File: config.mk
export PLATFORM = sky130hd
export DESIGN_NAME = servo_keyframe_interpolator_core
export DESIGN_NICKNAME = d
export VERILOG_FILES = /design/src/hdl/ski_pkg.sv /design/src/hdl/servo_keyframe_interpolator_core.sv /design/src/hdl/ski_ram.sv /design/src/hdl/ski_serial_mul.sv /design/src/hdl/ski_serial_div.sv /design/src/hdl/ski_pose_engine.sv
export SDC_FILE = /design/constraint.sdc
export NUM_CORES = 1
export LEC_CHECK = 0
export ABC_AREA = 0
export BUFFER_PORTS_ARGS = -buffer_cell sky130_fd_sc_hd__buf_2
export CORE_MARGIN = 2
export CORE_UTILIZATION = 42
export DETAILED_ROUTE_END_ITERATION = 12
export SYNTH_ARGS = -nofsm -noshare
export SYNTH_HDL_FRONTEND = slang
export SYNTH_SLANG_ARGS = --single-unit
export TNS_END_PERCENT = 1
File: constraint.sdc
create_clock -name clk -period 8.1 [get_ports clk]
set_input_delay 1.62 -clock clk [delete_from_list [all_inputs] [get_ports clk]]
set_output_delay 1.62 -clock clk [all_outputs]
set_load 0.05 [all_outputs]
File: src/hdl/ski_pkg.sv
// ----------------------------------------------------------------------------
// ski_pkg
// Shared types, constants and joint tables of the servo keyframe interpolator.
// ----------------------------------------------------------------------------
`default_nettype none

package ski_pkg;

	localparam int JOINT_COUNT = 6;

	localparam int ANGLE_W    = 9;
	localparam int STEP_W     = 8;
	localparam int PULSE_W    = 12;
	localparam int PRODUCT_W  = ANGLE_W + STEP_W;
	localparam int DIVIDEND_W = 20;
	localparam int DIVISOR_W  = 9;

	localparam int PULSE_MIN  = 500;
	localparam int PULSE_SPAN = 2000;
	localparam int BASE_RANGE = 270;
	localparam int STD_RANGE  = 180;

	localparam logic [1:0] OP_LOAD  = 2'd0;
	localparam logic [1:0] OP_START = 2'd1;
	localparam logic [1:0] OP_TICK  = 2'd2;

	localparam logic REG_SEGMENT_STEPS  = 1'b0;
	localparam logic REG_KEYFRAME_COUNT = 1'b1;

	localparam logic [2:0] JOINT_GRIPPER  = 3'd0;
	localparam logic [2:0] JOINT_BASE     = 3'd1;
	localparam logic [2:0] JOINT_SHOULDER = 3'd2;
	localparam logic [2:0] JOINT_ELBOW    = 3'd3;
	localparam logic [2:0] JOINT_PITCH    = 3'd4;
	localparam logic [2:0] JOINT_ROLL     = 3'd5;

	typedef logic [ANGLE_W-1:0] angle_t;
	typedef logic [2:0] joint_t;
	typedef logic [JOINT_COUNT-1:0][PULSE_W-1:0] pulse_set_t;

	typedef struct packed {
		logic start;
		logic res_take;
	} eng_ctrl_t;

	typedef struct packed {
		logic busy;
		logic res_valid;
	} eng_stat_t;

	function automatic angle_t joint_lo(input joint_t j);
		angle_t lo;
		case (j) inside
			JOINT_GRIPPER: lo = angle_t'(0);
			JOINT_SHOULDER, JOINT_ELBOW: lo = angle_t'(20);
			JOINT_BASE, JOINT_PITCH, JOINT_ROLL: lo = angle_t'(10);
			default: lo = angle_t'(10);
		endcase
		return lo;
	endfunction

	function automatic angle_t joint_hi(input joint_t j);
		angle_t hi;
		case (j) inside
			JOINT_GRIPPER: hi = angle_t'(180);
			JOINT_BASE: hi = angle_t'(260);
			JOINT_SHOULDER, JOINT_ELBOW: hi = angle_t'(160);
			JOINT_PITCH, JOINT_ROLL: hi = angle_t'(170);
			default: hi = angle_t'(170);
		endcase
		return hi;
	endfunction

	function automatic logic [DIVISOR_W-1:0] joint_range(input joint_t j);
		logic [DIVISOR_W-1:0] r;
		case (j)
			JOINT_BASE: r = DIVISOR_W'(BASE_RANGE);
			default: r = DIVISOR_W'(STD_RANGE);
		endcase
		return r;
	endfunction

endpackage

`default_nettype wire

File: src/hdl/servo_keyframe_interpolator_core.sv
// ----------------------------------------------------------------------------
// servo_keyframe_interpolator_core
// Six-joint keyframe sequencer with linear interpolation and pulse mapping.
// ----------------------------------------------------------------------------
// Usage:
//   item channel (item_valid/item_stall): a load writes one joint angle of one
//   keyframe, a start begins a run when idle, a tick emits the next pose of
//   the run. Loads, starts and ignored ticks give nothing.
//   result channel (result_valid/result_stall): one transaction per tick while
//   running, six pulse widths in microseconds, the segment number and run_done
//   on the final point. An output register holds the result, so new items
//   are taken while it waits.
//   Per joint a tick does two table reads, a shift-add multiply and two passes
//   of the one shared serial divider (interpolation, then pulse scaling), six
//   joints in turn. item_stall stays high from the tick transaction until its
//   pose has moved into the output register; if the receiver stalls, the next
//   pose waits. The APB port writes segment_steps (0x0) and keyframe_count
//   (0x4); the user writes them only while the block is idle, which the block
//   does not enforce. Reset stops any run and restores the register defaults;
//   keyframe entries must be loaded before a run reads them.
// ----------------------------------------------------------------------------
`default_nettype none

module servo_keyframe_interpolator_core #(
	parameter int MAX_KEYFRAMES = 8
) (
	input  logic        clk,
	input  logic        arst_n,

	input  logic        psel,
	input  logic        penable,
	input  logic        pwrite,
	input  logic [2:0]  paddr,
	input  logic [31:0] pwdata,
	output logic [31:0] prdata,
	output logic        pready,

	input  logic        item_valid,
	output logic        item_stall,
	input  logic [1:0]  opcode,
	input  logic [2:0]  frame_index,
	input  logic [2:0]  joint_index,
	input  logic [8:0]  angle_value,

	output logic        result_valid,
	input  logic        result_stall,
	output logic [11:0] gripper_pulse,
	output logic [11:0] base_pulse,
	output logic [11:0] shoulder_pulse,
	output logic [11:0] elbow_pulse,
	output logic [11:0] pitch_pulse,
	output logic [11:0] roll_pulse,
	output logic [2:0]  segment_number,
	output logic        run_done
);

	localparam int DEPTH  = MAX_KEYFRAMES * ski_pkg::JOINT_COUNT;
	localparam int ADDR_W = $clog2(DEPTH);
	localparam int SEG_W  = (MAX_KEYFRAMES > 2) ? $clog2(MAX_KEYFRAMES - 1) : 1;
	localparam int CMP_W  = $clog2(MAX_KEYFRAMES + 16);
	localparam int STEP_W = ski_pkg::STEP_W;

	logic [STEP_W-1:0]    segment_steps_q;
	logic [3:0]           keyframe_count_q;
	logic                 running_q;
	logic [SEG_W-1:0]     seg_q;
	logic [STEP_W-1:0]    step_q;
	logic [2:0]           seg_pend_q;
	logic                 last_pend_q;
	logic                 result_valid_q;
	ski_pkg::pulse_set_t  pulse_out_q;
	logic [2:0]           seg_out_q;
	logic                 done_out_q;

	logic                 cfg_write;
	logic                 item_acc;
	logic                 tick_go;
	logic                 start_go;
	logic                 wr_en;
	logic [ADDR_W-1:0]    wr_addr;
	logic [ADDR_W-1:0]    rd_addr;
	ski_pkg::angle_t      rd_data;
	logic [STEP_W-1:0]    steps_eff;
	logic [STEP_W-1:0]    step_eff;
	logic [CMP_W-1:0]     kc_ext;
	logic [CMP_W-1:0]     count_eff;
	logic                 end_c;
	logic                 last_c;
	ski_pkg::eng_ctrl_t   eng_ctrl;
	ski_pkg::eng_stat_t   eng_stat;
	ski_pkg::pulse_set_t  eng_pulses;

	// configuration registers
	assign pready    = 1'b1;
	assign cfg_write = psel && penable && pwrite && pready;

	always_ff @(posedge clk or negedge arst_n) begin
		if (!arst_n) begin
			segment_steps_q  <= STEP_W'(60);
			keyframe_count_q <= 4'd6;
		end else if (cfg_write) begin
			unique case (paddr[2])
				ski_pkg::REG_SEGMENT_STEPS: segment_steps_q <= pwdata[STEP_W-1:0];
				ski_pkg::REG_KEYFRAME_COUNT: keyframe_count_q <= pwdata[3:0];
				default: segment_steps_q <= segment_steps_q;
			endcase
		end
	end

	always_comb begin
		unique case (paddr[2])
			ski_pkg::REG_SEGMENT_STEPS: prdata = 32'(segment_steps_q);
			ski_pkg::REG_KEYFRAME_COUNT: prdata = 32'(keyframe_count_q);
			default: prdata = '0;
		endcase
	end

	// item decode
	assign item_stall = eng_stat.busy;
	assign item_acc   = item_valid && !item_stall;
	assign tick_go    = item_acc && (opcode == ski_pkg::OP_TICK) && running_q;
	assign start_go   = item_acc && (opcode == ski_pkg::OP_START) && !running_q;

	assign wr_en = item_acc && (opcode == ski_pkg::OP_LOAD)
		&& (int'(frame_index) < MAX_KEYFRAMES)
		&& (int'(joint_index) < ski_pkg::JOINT_COUNT);
	assign wr_addr = ADDR_W'(frame_index) * ADDR_W'(ski_pkg::JOINT_COUNT)
		+ ADDR_W'(joint_index);

	// effective step count and keyframe count for this tick
	assign steps_eff = (segment_steps_q == '0) ? STEP_W'(1) : segment_steps_q;
	assign step_eff  = (step_q > steps_eff) ? steps_eff : step_q;
	assign kc_ext    = CMP_W'(keyframe_count_q);

	always_comb begin
		if (kc_ext < CMP_W'(2)) begin
			count_eff = CMP_W'(2);
		end else if (kc_ext > CMP_W'(MAX_KEYFRAMES)) begin
			count_eff = CMP_W'(MAX_KEYFRAMES);
		end else begin
			count_eff = kc_ext;
		end
	end

	assign end_c  = step_q >= steps_eff;
	assign last_c = (CMP_W'(seg_q) + CMP_W'(2)) >= count_eff;

	// run state
	always_ff @(posedge clk or negedge arst_n) begin
		if (!arst_n) begin
			running_q <= 1'b0;
			seg_q     <= '0;
			step_q    <= '0;
		end else if (tick_go) begin
			if (end_c) begin
				step_q <= '0;
				if (last_c) begin
					running_q <= 1'b0;
					seg_q     <= '0;
				end else begin
					seg_q <= seg_q + SEG_W'(1);
				end
			end else begin
				step_q <= step_q + STEP_W'(1);
			end
		end else if (start_go) begin
			running_q <= 1'b1;
			seg_q     <= '0;
			step_q    <= '0;
		end
	end

	always_ff @(posedge clk) begin
		if (tick_go) begin
			seg_pend_q  <= 3'(seg_q);
			last_pend_q <= end_c && last_c;
		end
	end

	ski_ram #(
		.WIDTH(ski_pkg::ANGLE_W),
		.DEPTH(DEPTH)
	) u_table (
		.clk    (clk),
		.wr_en  (wr_en),
		.wr_addr(wr_addr),
		.wr_data(angle_value),
		.rd_addr(rd_addr),
		.rd_data(rd_data)
	);

	assign eng_ctrl.start    = tick_go;
	assign eng_ctrl.res_take = eng_stat.res_valid && (!result_valid_q || !result_stall);

	ski_pose_engine #(
		.MAX_KEYFRAMES(MAX_KEYFRAMES)
	) u_engine (
		.clk      (clk),
		.arst_n   (arst_n),
		.ctrl     (eng_ctrl),
		.seg      (seg_q),
		.step     (step_eff),
		.steps    (steps_eff),
		.rd_addr  (rd_addr),
		.rd_data  (rd_data),
		.stat     (eng_stat),
		.pulse_set(eng_pulses)
	);

	// output register
	always_ff @(posedge clk or negedge arst_n) begin
		if (!arst_n) begin
			result_valid_q <= 1'b0;
		end else if (eng_ctrl.res_take) begin
			result_valid_q <= 1'b1;
		end else if (!result_stall) begin
			result_valid_q <= 1'b0;
		end
	end

	always_ff @(posedge clk) begin
		if (eng_ctrl.res_take) begin
			pulse_out_q <= eng_pulses;
			seg_out_q   <= seg_pend_q;
			done_out_q  <= last_pend_q;
		end
	end

	assign result_valid   = result_valid_q;
	assign gripper_pulse  = pulse_out_q[0];
	assign base_pulse     = pulse_out_q[1];
	assign shoulder_pulse = pulse_out_q[2];
	assign elbow_pulse    = pulse_out_q[3];
	assign pitch_pulse    = pulse_out_q[4];
	assign roll_pulse     = pulse_out_q[5];
	assign segment_number = seg_out_q;
	assign run_done       = done_out_q;

	// a tick taken during a run always launches the pose engine
	a_tick_starts: assert property (@(posedge clk) disable iff (!arst_n)
		tick_go |=> eng_stat.busy)
		else $error("tick transaction did not start the pose engine");

	// a run only ends on a point flagged as final
	a_run_end_flagged: assert property (@(posedge clk) disable iff (!arst_n)
		$fell(running_q) |-> last_pend_q)
		else $error("run ended without a final point");

	// between runs the position counters sit at zero
	a_idle_cleared: assert property (@(posedge clk) disable iff (!arst_n)
		!running_q |-> (seg_q == '0 && step_q == '0))
		else $error("segment or step index not cleared while idle");

	// the output register fills only from a finished pose
	a_result_source: assert property (@(posedge clk) disable iff (!arst_n)
		$rose(result_valid_q) |-> $past(eng_stat.res_valid))
		else $error("result presented without a finished pose");

endmodule

`default_nettype wire

File: src/hdl/ski_ram.sv
// ----------------------------------------------------------------------------
// ski_ram
// Generic single-write, single-read RAM with registered read data.
// ----------------------------------------------------------------------------
`default_nettype none

module ski_ram #(
	parameter int WIDTH = 9,
	parameter int DEPTH = 48
) (
	input  logic                     clk,
	input  logic                     wr_en,
	input  logic [$clog2(DEPTH)-1:0] wr_addr,
	input  logic [WIDTH-1:0]         wr_data,
	input  logic [$clog2(DEPTH)-1:0] rd_addr,
	output logic [WIDTH-1:0]         rd_data
);

	logic [WIDTH-1:0] mem_q [DEPTH];
	logic [WIDTH-1:0] rd_data_q;

	always_ff @(posedge clk) begin
		if (wr_en) begin
			mem_q[wr_addr] <= wr_data;
		end
		rd_data_q <= mem_q[rd_addr];
	end

	assign rd_data = rd_data_q;

endmodule

`default_nettype wire

File: src/hdl/ski_serial_mul.sv
// ----------------------------------------------------------------------------
// ski_serial_mul
// Unsigned shift-add multiplier, one multiplier bit per cycle, msb first.
// ----------------------------------------------------------------------------
`default_nettype none

module ski_serial_mul #(
	parameter int A_W = 9,
	parameter int B_W = 8
) (
	input  logic               clk,
	input  logic               arst_n,
	input  logic               start,
	input  logic [A_W-1:0]     mcand,
	input  logic [B_W-1:0]     mplier,
	output logic               done,
	output logic [A_W+B_W-1:0] product
);

	localparam int P_W = A_W + B_W;
	localparam int CNT_W = $clog2(B_W + 1);

	logic [A_W-1:0]   mcand_q;
	logic [B_W-1:0]   mplier_q;
	logic [P_W-1:0]   acc_q;
	logic [CNT_W-1:0] cnt_q;
	logic             busy_q;
	logic             done_q;
	logic [P_W-1:0]   acc_next;

	assign acc_next = {acc_q[P_W-2:0], 1'b0} + (mplier_q[B_W-1] ? P_W'(mcand_q) : '0);

	always_ff @(posedge clk or negedge arst_n) begin
		if (!arst_n) begin
			busy_q <= 1'b0;
			done_q <= 1'b0;
			cnt_q  <= '0;
		end else if (start) begin
			busy_q <= 1'b1;
			done_q <= 1'b0;
			cnt_q  <= CNT_W'(B_W);
		end else if (busy_q) begin
			cnt_q <= cnt_q - CNT_W'(1);
			if (cnt_q == CNT_W'(1)) begin
				busy_q <= 1'b0;
				done_q <= 1'b1;
			end
		end else begin
			done_q <= 1'b0;
		end
	end

	always_ff @(posedge clk) begin
		if (start) begin
			mcand_q  <= mcand;
			mplier_q <= mplier;
			acc_q    <= '0;
		end else if (busy_q) begin
			mplier_q <= {mplier_q[B_W-2:0], 1'b0};
			acc_q    <= acc_next;
		end
	end

	assign done    = done_q;
	assign product = acc_q;

endmodule

`default_nettype wire

File: src/hdl/ski_serial_div.sv
// ----------------------------------------------------------------------------
// ski_serial_div
// Unsigned restoring divider, one quotient bit per cycle.
// ----------------------------------------------------------------------------
`default_nettype none

module ski_serial_div #(
	parameter int N_W = 20,
	parameter int D_W = 9
) (
	input  logic           clk,
	input  logic           arst_n,
	input  logic           start,
	input  logic [N_W-1:0] dividend,
	input  logic [D_W-1:0] divisor,
	output logic           done,
	output logic [N_W-1:0] quotient,
	output logic [D_W-1:0] remainder
);

	localparam int CNT_W = $clog2(N_W + 1);

	logic [N_W-1:0]   quo_q;
	logic [D_W-1:0]   rem_q;
	logic [D_W-1:0]   dsr_q;
	logic [CNT_W-1:0] cnt_q;
	logic             busy_q;
	logic             done_q;
	logic [D_W:0]     trial;
	logic [D_W:0]     diff;
	logic             fits;

	// shift the next dividend bit into the partial remainder
	assign trial = {rem_q, quo_q[N_W-1]};
	assign diff  = trial - {1'b0, dsr_q};
	assign fits  = trial >= {1'b0, dsr_q};

	always_ff @(posedge clk or negedge arst_n) begin
		if (!arst_n) begin
			busy_q <= 1'b0;
			done_q <= 1'b0;
			cnt_q  <= '0;
		end else if (start) begin
			busy_q <= 1'b1;
			done_q <= 1'b0;
			cnt_q  <= CNT_W'(N_W);
		end else if (busy_q) begin
			cnt_q <= cnt_q - CNT_W'(1);
			if (cnt_q == CNT_W'(1)) begin
				busy_q <= 1'b0;
				done_q <= 1'b1;
			end
		end else begin
			done_q <= 1'b0;
		end
	end

	always_ff @(posedge clk) begin
		if (start) begin
			quo_q <= dividend;
			rem_q <= '0;
			dsr_q <= divisor;
		end else if (busy_q) begin
			quo_q <= {quo_q[N_W-2:0], fits};
			rem_q <= fits ? diff[D_W-1:0] : trial[D_W-1:0];
		end
	end

	assign done      = done_q;
	assign quotient  = quo_q;
	assign remainder = rem_q;

endmodule

`default_nettype wire

File: src/hdl/ski_pose_engine.sv
// ----------------------------------------------------------------------------
// ski_pose_engine
// Walks the six joints of one pose: reads both keyframes, interpolates with a
// serial multiply and divide, clamps and maps the angle to a pulse width.
// ----------------------------------------------------------------------------
`default_nettype none

module ski_pose_engine #(
	parameter int MAX_KEYFRAMES = 8,
	localparam int ADDR_W = $clog2(MAX_KEYFRAMES * ski_pkg::JOINT_COUNT),
	localparam int SEG_W = (MAX_KEYFRAMES > 2) ? $clog2(MAX_KEYFRAMES - 1) : 1
) (
	input  logic                       clk,
	input  logic                       arst_n,
	input  ski_pkg::eng_ctrl_t         ctrl,
	input  logic [SEG_W-1:0]           seg,
	input  logic [ski_pkg::STEP_W-1:0] step,
	input  logic [ski_pkg::STEP_W-1:0] steps,
	output logic [ADDR_W-1:0]          rd_addr,
	input  ski_pkg::angle_t            rd_data,
	output ski_pkg::eng_stat_t         stat,
	output ski_pkg::pulse_set_t        pulse_set
);

	localparam int IW = ski_pkg::ANGLE_W + 1;

	typedef enum logic [8:0] {
		S_IDLE   = 9'b000000001,
		S_RD_A   = 9'b000000010,
		S_RD_B   = 9'b000000100,
		S_LOAD_B = 9'b000001000,
		S_MUL    = 9'b000010000,
		S_DIV1   = 9'b000100000,
		S_MAP    = 9'b001000000,
		S_DIV2   = 9'b010000000,
		S_HOLD   = 9'b100000000
	} state_t;

	state_t                           state_q;
	state_t                           state_d;
	ski_pkg::joint_t                  joint_q;
	logic [ADDR_W-1:0]                base_q;
	logic [ski_pkg::STEP_W-1:0]       step_q;
	logic [ski_pkg::STEP_W-1:0]       steps_q;
	ski_pkg::angle_t                  a_q;
	ski_pkg::angle_t                  angle_q;
	logic                             neg_q;
	ski_pkg::pulse_set_t              pulse_set_q;

	logic                             b_lt_a;
	ski_pkg::angle_t                  mag;
	logic                             mul_start;
	logic                             mul_done;
	logic [ski_pkg::PRODUCT_W-1:0]    mul_product;
	logic                             div_start;
	logic                             div_done;
	logic [ski_pkg::DIVIDEND_W-1:0]   div_dividend;
	logic [ski_pkg::DIVISOR_W-1:0]    div_divisor;
	logic [ski_pkg::DIVIDEND_W-1:0]   div_quotient;
	logic [ski_pkg::DIVISOR_W-1:0]    div_remainder;
	logic [ski_pkg::DIVIDEND_W-1:0]   scaled;
	logic [IW-1:0]                    quo_low;
	logic [IW-1:0]                    interp;
	ski_pkg::angle_t                  lo;
	ski_pkg::angle_t                  hi;
	ski_pkg::angle_t                  clamped;
	logic                             last_joint;

	// keyframe k at rows k*JOINT_COUNT, its successor one row block further
	assign rd_addr = (state_q == S_RD_A) ? base_q + ADDR_W'(joint_q)
		: base_q + ADDR_W'(ski_pkg::JOINT_COUNT) + ADDR_W'(joint_q);

	assign b_lt_a = rd_data < a_q;
	assign mag    = b_lt_a ? a_q - rd_data : rd_data - a_q;

	assign mul_start = (state_q == S_LOAD_B);
	assign div_start = ((state_q == S_MUL) && mul_done) || (state_q == S_MAP);

	assign scaled = ski_pkg::DIVIDEND_W'(angle_q) * ski_pkg::DIVIDEND_W'(ski_pkg::PULSE_SPAN);
	assign div_dividend = (state_q == S_MAP) ? scaled : ski_pkg::DIVIDEND_W'(mul_product);
	assign div_divisor = (state_q == S_MAP) ? ski_pkg::joint_range(joint_q)
		: ski_pkg::DIVISOR_W'(steps_q);

	// floor of a negative quotient rounds away from a when a remainder is left
	assign quo_low = div_quotient[IW-1:0];
	assign interp  = neg_q ? ({1'b0, a_q} - quo_low - IW'(|div_remainder))
		: ({1'b0, a_q} + quo_low);

	assign lo = ski_pkg::joint_lo(joint_q);
	assign hi = ski_pkg::joint_hi(joint_q);

	always_comb begin
		if (interp < {1'b0, lo}) begin
			clamped = lo;
		end else if (interp > {1'b0, hi}) begin
			clamped = hi;
		end else begin
			clamped = interp[IW-2:0];
		end
	end

	assign last_joint = (joint_q == ski_pkg::joint_t'(ski_pkg::JOINT_COUNT - 1));

	always_comb begin
		state_d = state_q;
		unique case (state_q)
			S_IDLE: begin
				if (ctrl.start) begin
					state_d = S_RD_A;
				end
			end
			S_RD_A: state_d = S_RD_B;
			S_RD_B: state_d = S_LOAD_B;
			S_LOAD_B: state_d = S_MUL;
			S_MUL: begin
				if (mul_done) begin
					state_d = S_DIV1;
				end
			end
			S_DIV1: begin
				if (div_done) begin
					state_d = S_MAP;
				end
			end
			S_MAP: state_d = S_DIV2;
			S_DIV2: begin
				if (div_done) begin
					state_d = last_joint ? S_HOLD : S_RD_A;
				end
			end
			S_HOLD: begin
				if (ctrl.res_take) begin
					state_d = S_IDLE;
				end
			end
			default: state_d = S_IDLE;
		endcase
	end

	always_ff @(posedge clk or negedge arst_n) begin
		if (!arst_n) begin
			state_q <= S_IDLE;
			joint_q <= '0;
		end else begin
			state_q <= state_d;
			if ((state_q == S_IDLE) && ctrl.start) begin
				joint_q <= '0;
			end else if ((state_q == S_DIV2) && div_done && !last_joint) begin
				joint_q <= joint_q + ski_pkg::joint_t'(1);
			end
		end
	end

	always_ff @(posedge clk) begin
		if ((state_q == S_IDLE) && ctrl.start) begin
			base_q  <= ADDR_W'(seg) * ADDR_W'(ski_pkg::JOINT_COUNT);
			step_q  <= step;
			steps_q <= steps;
		end
		if (state_q == S_RD_B) begin
			a_q <= rd_data;
		end
		if (state_q == S_LOAD_B) begin
			neg_q <= b_lt_a;
		end
		if ((state_q == S_DIV1) && div_done) begin
			angle_q <= clamped;
		end
		if ((state_q == S_DIV2) && div_done) begin
			pulse_set_q[joint_q] <= ski_pkg::PULSE_W'(ski_pkg::PULSE_MIN)
				+ div_quotient[ski_pkg::PULSE_W-1:0];
		end
	end

	ski_serial_mul #(
		.A_W(ski_pkg::ANGLE_W),
		.B_W(ski_pkg::STEP_W)
	) u_mul (
		.clk    (clk),
		.arst_n (arst_n),
		.start  (mul_start),
		.mcand  (mag),
		.mplier (step_q),
		.done   (mul_done),
		.product(mul_product)
	);

	ski_serial_div #(
		.N_W(ski_pkg::DIVIDEND_W),
		.D_W(ski_pkg::DIVISOR_W)
	) u_div (
		.clk      (clk),
		.arst_n   (arst_n),
		.start    (div_start),
		.dividend (div_dividend),
		.divisor  (div_divisor),
		.done     (div_done),
		.quotient (div_quotient),
		.remainder(div_remainder)
	);

	assign stat.busy      = (state_q != S_IDLE);
	assign stat.res_valid = (state_q == S_HOLD);
	assign pulse_set      = pulse_set_q;

endmodule

`default_nettype wire

==> results of run 1 <==
-- cell usage in the layout, fill, tap and decap left out, types with 21 or more instances in the layout --
cell type,count
a211oi_1,28
a21o_1,23
a21oi_1,63
a31oi_1,60
and3_1,37
buf_2,118
buf_4,29
clkbuf_16,82
conb_1,25
dfrtp_1,43
dfxtp_1,35
edfxtp_1,670
fa_1,37
ha_1,141
inv_1,147
mux2_2,30
mux2i_1,94
nand2_1,564
nand3_1,135
nor2_1,143
nor2b_1,25
nor3_1,31
o21ai_0,70
o311ai_0,25
o31ai_1,40
xnor2_1,53
xor2_1,21
-- critical path, delay by kind of cell, from the launching register on --
family | cells | cell delay, ns
AO/OA/AOI/OAI | 7 | 1.68
XOR/XNOR | 1 | 0.14
adder cells (fa/ha/maj) | 4 | 1.49
buffers and inverters | 2 | 0.12
flip-flops | 1 | 0.33
multiplexers | 1 | 0.31
AND/OR/NAND/NOR | 5 | 1.63
-- kinds of logic (layout without fill, tap and decap cells) --
group / Yosys count / after routing / synth area share [%]
simple gates: 1053 / 1053 / 13.3
other cells: 2 / 26 / 0.0211
compound gates: 422 / 422 / 8.22
fa+ha+maj: 180 / 180 / 7.14
mux: 126 / 126 / 3.67
buf+inv: 306 / 446 / 3.58
flops: 755 / 755 / 62.2
xor+xnor: 78 / 78 / 1.92
-- per-stage QoR --
stage / total power (uW) / setup slack [ns] / instance area [um2] / hold slack, ns
after floorplan: 4470 / 2.24 / 35600 / 0.400
after global placement: 4540 / 2.05 / 37300 / 0.403
after detailed placement: 4550 / 2.19 / 37300 / 0.405
after CTS: 8180 / 2.16 / 39900 / 0.409
after global routing: 8350 / 1.85 / 39900 / 0.422
final: 8120 / 2.17 / 39900 / 0.414
-- final timing paths --
path / from / end / slack [ns] / cells after the start
max in group asynchronous: arst_n / u_engine.joint_q[1]$_DFFE_PN0P_ / 6.51 / 2
worst min-delay path: u_engine.pulse_set[25]$_DFFE_PP_ / shoulder_pulse[1]$_DFFE_PP_ / 0.41 / 0
worst max register to register: u_engine.u_div.remainder[2]$_SDFFE_PN0P_ / u_engine.angle_q[3]$_DFFE_PP_ / 2.17 / 20
worst min register to register: u_engine.pulse_set[25]$_DFFE_PP_ / shoulder_pulse[1]$_DFFE_PP_ / 0.41 / 0
min in group asynchronous: arst_n / running_q$_DFFE_PN0P_ / 1.11 / 2
worst max-delay path: u_engine.u_div.remainder[2]$_SDFFE_PN0P_ / u_engine.angle_q[3]$_DFFE_PP_ / 2.17 / 20
-- power by group --
part	internal [uW]	total [uW]	leakage (uW)	switching, uW
combinational	52.8	217	0.00671	164
clock	2100	3650	0.00127	1540
sequential	4240	4260	0.00674	17.4
total	6390	8120	0.0147	1730
-- state kept, by name, summed over array words and instances, names as in the netlist, 9 cells and up --
signal	cells
base_pulse	12
u_engine.u_div.remainder	9
u_engine.a_q	9
u_engine.u_div.quotient	20
roll_pulse	12
shoulder_pulse	12
u_engine.u_div.dsr_q	9
u_table.rd_data	9
u_engine.u_mul.mcand_q	9
u_engine.state_q	9
u_engine.angle_q	9
pitch_pulse	12
elbow_pulse	12
u_table.mem_q	432
u_engine.u_mul.product	17
u_engine.pulse_set	72
gripper_pulse	12
-- routing by layer --
layer | wire length [um] | up-vias | share of wire [%]
met2 | 41700 | 732 | 49
met5 | 13 | - | 0.015
met4 | 2370 | 2 | 2.8
met1 | 36900 | 11500 | 43
li1 | - | 10800 | -
met3 | 4790 | 144 | 5.6
-- cell type report --
type	instances	area [um2]	area share, %
tap	1134	1420	3.56
multi-input combinational	1884	12400	31.1
antenna	1	2.50	0.00627
timing repair buffer	147	808	2.03
clock inverter	48	474	1.19
clock buffer	104	2160	5.43
inverter	147	552	1.38
sequential	755	22100	55.3
==> out/summary.log, run 1 <==
[outcome] status finished, final reports clean
[routing] routed length per placed instance 20.3 um
[worst_setup_path] Critical Path, Cell by Cell nor4_1 -> nand3_1 -> fa_1 -> inv_1 -> ha_1 -> or2_2 -> fa_1 -> nand2b_2 -> a2111oi_4 -> o31ai_1 -> xnor2_1 -> mux2i_1 -> ha_1 -> a2111oi_0 -> a22oi_1 -> o22ai_1 -> inv_1 -> or3_1 -> a32oi_1 -> a21bo_1
[final_layout] Filler Cells Inserted 7310
[sta] transition at the pin with the smallest max-transition slack 1.28 ns
[worst_setup_path] signal arrival time at the worst endpoint 6.32 ns
[final_layout] area grow syn2layout 12.3%
[synthesis] post-synth top area share 56.6%
[sta] number of hold violations in the final report 0
[synthesis] cells after synthesis 2922
[synthesis] Post-Syn Area 35500 um2
[sta] Total Neg Setup Slack 0 ns
[final_layout] ratio of cells with drive above 1 in the final layout 11.0%
[pwr] VDD IR-drop max 161 uV
[clock_tree] TritonCTS clock tree built
[clock_tree] deepest level of the CTS H-tree 3
[final_layout] non-filler instance count after layout 4220
[routing] total routed wirelength 85.7 mm
[clock_tree] clock slew at the register clock pins of the worst setup and hold paths 0.06 ns
[clock_tree] clk sinks 755
[sta] unrepaired setup endpoints after global routing false
[clock_tree] clock buffer depth 3
[global_routing] global-route wire length before repair 131 mm
[job] reported max-cap violation count 0
[floorplan] initial standard-cell utilization of the core 42.4%
[sta] final setup vio count 0
[clock_tree] worst-skew pair later-pin latency 0.64 ns
[min_path] Min-Delay Path Class reg -> reg
[routing] First-pass DRT Iterations 5
[synthesis] count of yosys warnings during synthesis 0
[pwr] power density relative to cell area 204 nW/um2
[clock_tree] # Post-CTS Setup Buffers 0
[worst_setup_path] Largest stage delay, worst path 0.60 ns
[worst_setup_path] Startpoint Class register
[clock_tree] total CTS buffers 82
[worst_setup_path] Slowest cell on crit path fa_1
[floorplan] area of the core 83700 um2
[final_layout] number of nets at the end of the flow 3256
[sta] achievable frequency 169 MHz
[floorplan] die height 295 um
[synthesis] most common library cells after synthesis edfxtp_1 (670), nand2_1 (564), inv_1 (147)
[placed_design] count of buffers from port buffering 118
[synthesis] Post-Synthesis Mean Instance Area 12.2 um2
[global_routing] number of antenna violations at the first check in global routing 1
[routing] via-per-instance ratio 5.48
[synthesis] asr flop ratio synth 6.62%
[routing] detailed-route via count 23100
[global_routing] GRT Residual Overflow 0
[sta] normalized max-slew margin 14.4%
[floorplan] horizontal die dimension 295 um
[global_routing] most crowded layer after global routing met2
[synthesis] Synth Register Bits 755
[synthesis] most frequently used cell type in the post-synthesis netlist edfxtp_1
[worst_setup_path] Crit Path Class reg -> reg
[global_routing] met1 track demand over resource 25.9%
[placed_design] estimated wirelength of the detail-placed design 55.0 mm
[floorplan] die outline area 86900 um2
[worst_setup_path] maximum fanout along the worst path 11
[routing] remaining antenna violation count 0
[global_routing] met3 usage 2.64%
[synthesis] prevailing post-synth register cell edfxtp_1
[sta] final worst path period share 73.2%
[pwr] leakage power total 0.0147 uW
[sta] min Tclk post-route 5.93 ns
[routing] Residual DRC 0
[sta] final count of pins violating max slew 0
[synthesis] Synth cell types 80
[global_routing] number of global-route vias before repair 22800
[placed_design] dpl cells 4067
[worst_setup_path] type of destination of the critical path register
[global_routing] GRT Util Overall 19.6%
[clock_tree] cts-stage hold buffer count 0
[synthesis] number of enable-type register cells in the synthesized netlist 670
[clock_tree] total of cells resized after clock tree synthesis 0
[floorplan] row cnt 106
[synthesis] biggest area consumer among synthesized cells edfxtp_1
[synthesis] cell types with the largest area share after synthesis edfxtp_1 (57%), nand2_1 (6.0%), ha_1 (5.0%), dfrtp_1 (3.0%), mux2i_1 (2.7%)
[placed_design] final RePlAce weighted congestion 0.870
[global_routing] fraction of met2 tracks used by global routing 33.4%
[global_routing] maximum number of pins on one net before global-route repair 89
[worst_setup_path] worst endpoint required time 8.49 ns
[synthesis] register area share after synthesis 62.2%
[routing] drt initial violations 2054
[final_layout] final core occ 47.7%
[floorplan] boundary pin count 170
[clock_tree] CTS Root Cell clkbuf_16
[sta] setup skew after layout 0.0373 ns
Note: power is estimated with default switching activity, not from simulation.
==> run 2, diff against run 1 <==
clock period = 5.8 ns   (was 8.1 ns; I/O delays follow)
==> out/summary.log, run 2 (synthesis results as in run 1) <==
[outcome] status finished, final reports clean
[routing] drt initial violations 1775
[global_routing] number of antenna violations at the first check in global routing 2
[routing] via-per-instance ratio 5.44
[final_layout] area grow syn2layout 12.7%
[floorplan] initial standard-cell utilization of the core 42.4%
[clock_tree] clock buffer depth 3
[worst_setup_path] Crit Path Class reg -> reg
[final_layout] number of flip-flops under the largest register name 432
[placed_design] final RePlAce weighted congestion 0.834
[job] reported max-cap violation count 0
[clock_tree] worst-skew pair later-pin latency 0.63 ns
[worst_setup_path] signal arrival time at the worst endpoint 5.83 ns
[clock_tree] total CTS buffers 83
[sta] setup skew after layout 0.0233 ns
[sta] number of hold violations in the final report 0
[final_layout] most flop-heavy register u_table.mem_q
[worst_setup_path] maximum fanout along the worst path 4
[routing] routed length per placed instance 20.2 um
[final_layout] number of nets at the end of the flow 3276
[floorplan] horizontal die dimension 295 um
[global_routing] GRT Residual Overflow 0
[sta] final setup vio count 0
[global_routing] GRT Util Overall 19.6%
[sta] final worst path period share 94.1%
[routing] total routed wirelength 85.6 mm
[floorplan] die height 295 um
[sta] transition at the pin with the smallest max-transition slack 1.24 ns
[final_layout] ratio of cells with drive above 1 in the final layout 11.4%
[sta] Total Neg Setup Slack 0 ns
[global_routing] number of global-route vias before repair 23000
[clock_tree] clk sinks 755
[final_layout] most frequent cells in the layout edfxtp_1 (670), nand2_1 (564), inv_1 (147)
[pwr] power density relative to cell area 281 nW/um2
[routing] First-pass DRT Iterations 6
[global_routing] global-route wire length before repair 132 mm
[floorplan] row cnt 106
[final_layout] Filler Cells Inserted 7329
[placed_design] count of buffers from port buffering 118
[worst_setup_path] type of destination of the critical path register
[final_layout] footprint of the multi-input gates 12400 um2
[clock_tree] deepest level of the CTS H-tree 3
[clock_tree] CTS Root Cell clkbuf_16
[global_routing] maximum number of pins on one net before global-route repair 73
[routing] remaining antenna violation count 0
[sta] min Tclk post-route 5.46 ns
[placed_design] estimated wirelength of the detail-placed design 56.3 mm
[routing] detailed-route via count 23100
[final_layout] FF+latch area 22100 um2
[clock_tree] cts-stage hold buffer count 0
[sta] achievable frequency 183 MHz
[sta] final count of pins violating max slew 0
[routing] Residual DRC 0
[min_path] Min-Delay Path Class reg -> reg
[worst_setup_path] Startpoint Class register
[floorplan] boundary pin count 170
[floorplan] area of the core 83700 um2
[worst_setup_path] worst endpoint required time 6.17 ns
[clock_tree] clock slew at the register clock pins of the worst setup and hold paths 0.06 ns
[clock_tree] TritonCTS clock tree built
[sta] normalized max-slew margin 16.7%
[pwr] VDD IR-drop max 313 uV
[pwr] leakage power total 0.0148 uW
[floorplan] die outline area 86900 um2
[final_layout] leading cell type in the layout, fill and taps excluded edfxtp_1
[final_layout] final core occ 47.8%
==> run 2: worst paths after layout <==
check | start | endpoint | slack, ns | cells past startpoint
hold / removal | u_engine.pulse_set[9]$_DFFE_PP_ | gripper_pulse[9]$_DFFE_PP_ | 0.42 | 0
setup reg to reg | u_engine.u_div.remainder[2]$_SDFFE_PN0P_ | u_engine.angle_q[3]$_DFFE_PP_ | 0.34 | 20
setup / recovery | u_engine.u_div.remainder[2]$_SDFFE_PN0P_ | u_engine.angle_q[3]$_DFFE_PP_ | 0.34 | 20
min in group asynchronous | arst_n | segment_steps_q[6]$_DFFE_PN0P_ | 0.64 | 2
hold reg to reg | u_engine.pulse_set[9]$_DFFE_PP_ | gripper_pulse[9]$_DFFE_PP_ | 0.42 | 0
max in group asynchronous | arst_n | u_engine.u_mul.cnt_q[1]$_DFFE_PN0P_ | 4.67 | 2
==> run 2: per-layer routing <==
metal	GRT usage, %	vias up	share of wire (%)
li1	-	10800	-
met3	2.92	148	5.4
met4	6.28	0	3.0
met1	25.1	11400	42
met5	0	-	0
met2	34.2	691	50
==> run 2: what timing repair did <==
action,4_1_cts,5_1_grt
gates resized for setup,0,4
buffers inserted,0,0
endpoints found under the setup margin,0,7
==> run 2: cell type report <==
cell class              count  share of cell area, %
diodes                      2                 0.0125
multi-input cells        1884                   31.0
well taps                1134                   3.54
clock inverters            43                  0.897
repair buffers            166                   2.44
flip-flops and latches    755                   55.1
clock buffers             107                   5.56
inverters                 147                   1.38
==> run 2: critical path, stage by stage, from the launching register on <==
cell	delay [ns]
dfxtp_1	0.34
nor4_2	0.35
nand3_2	0.18
fa_1	0.55
inv_1	0.05
ha_1	0.18
or2_2	0.29
fa_1	0.38
nand2b_2	0.22
a2111oi_4	0.38
o31ai_1	0.14
xnor2_1	0.13
mux2i_1	0.21
ha_1	0.30
a2111oi_2	0.32
a22oi_1	0.12
o22ai_1	0.18
inv_1	0.07
or3_1	0.35
a32oi_1	0.22
a21bo_1	0.23
==> run 2: stage by stage <==
step           std cells  cell area (um2)  hold slack, ns  worst slack, ns  total power, uW
3_5_place_dp        4086            37400           0.405            0.151             6360
4_1_cts             4236            40000           0.418            0.109            11300
3_3_place_gp        4086            37400           0.402            0.163             6350
6_report            4238            40000           0.416            0.343            11200
2_1_floorplan       2945            35600           0.400            0.812             6240
5_1_grt             4238            40000           0.415         -0.00688            11600
==> run 2: report_power, final <==
group / internal [uW] / switching, uW
logic: 73.9 / 233
clock network: 2820 / 2170
registers: 5920 / 24.5
total: 8820 / 2420
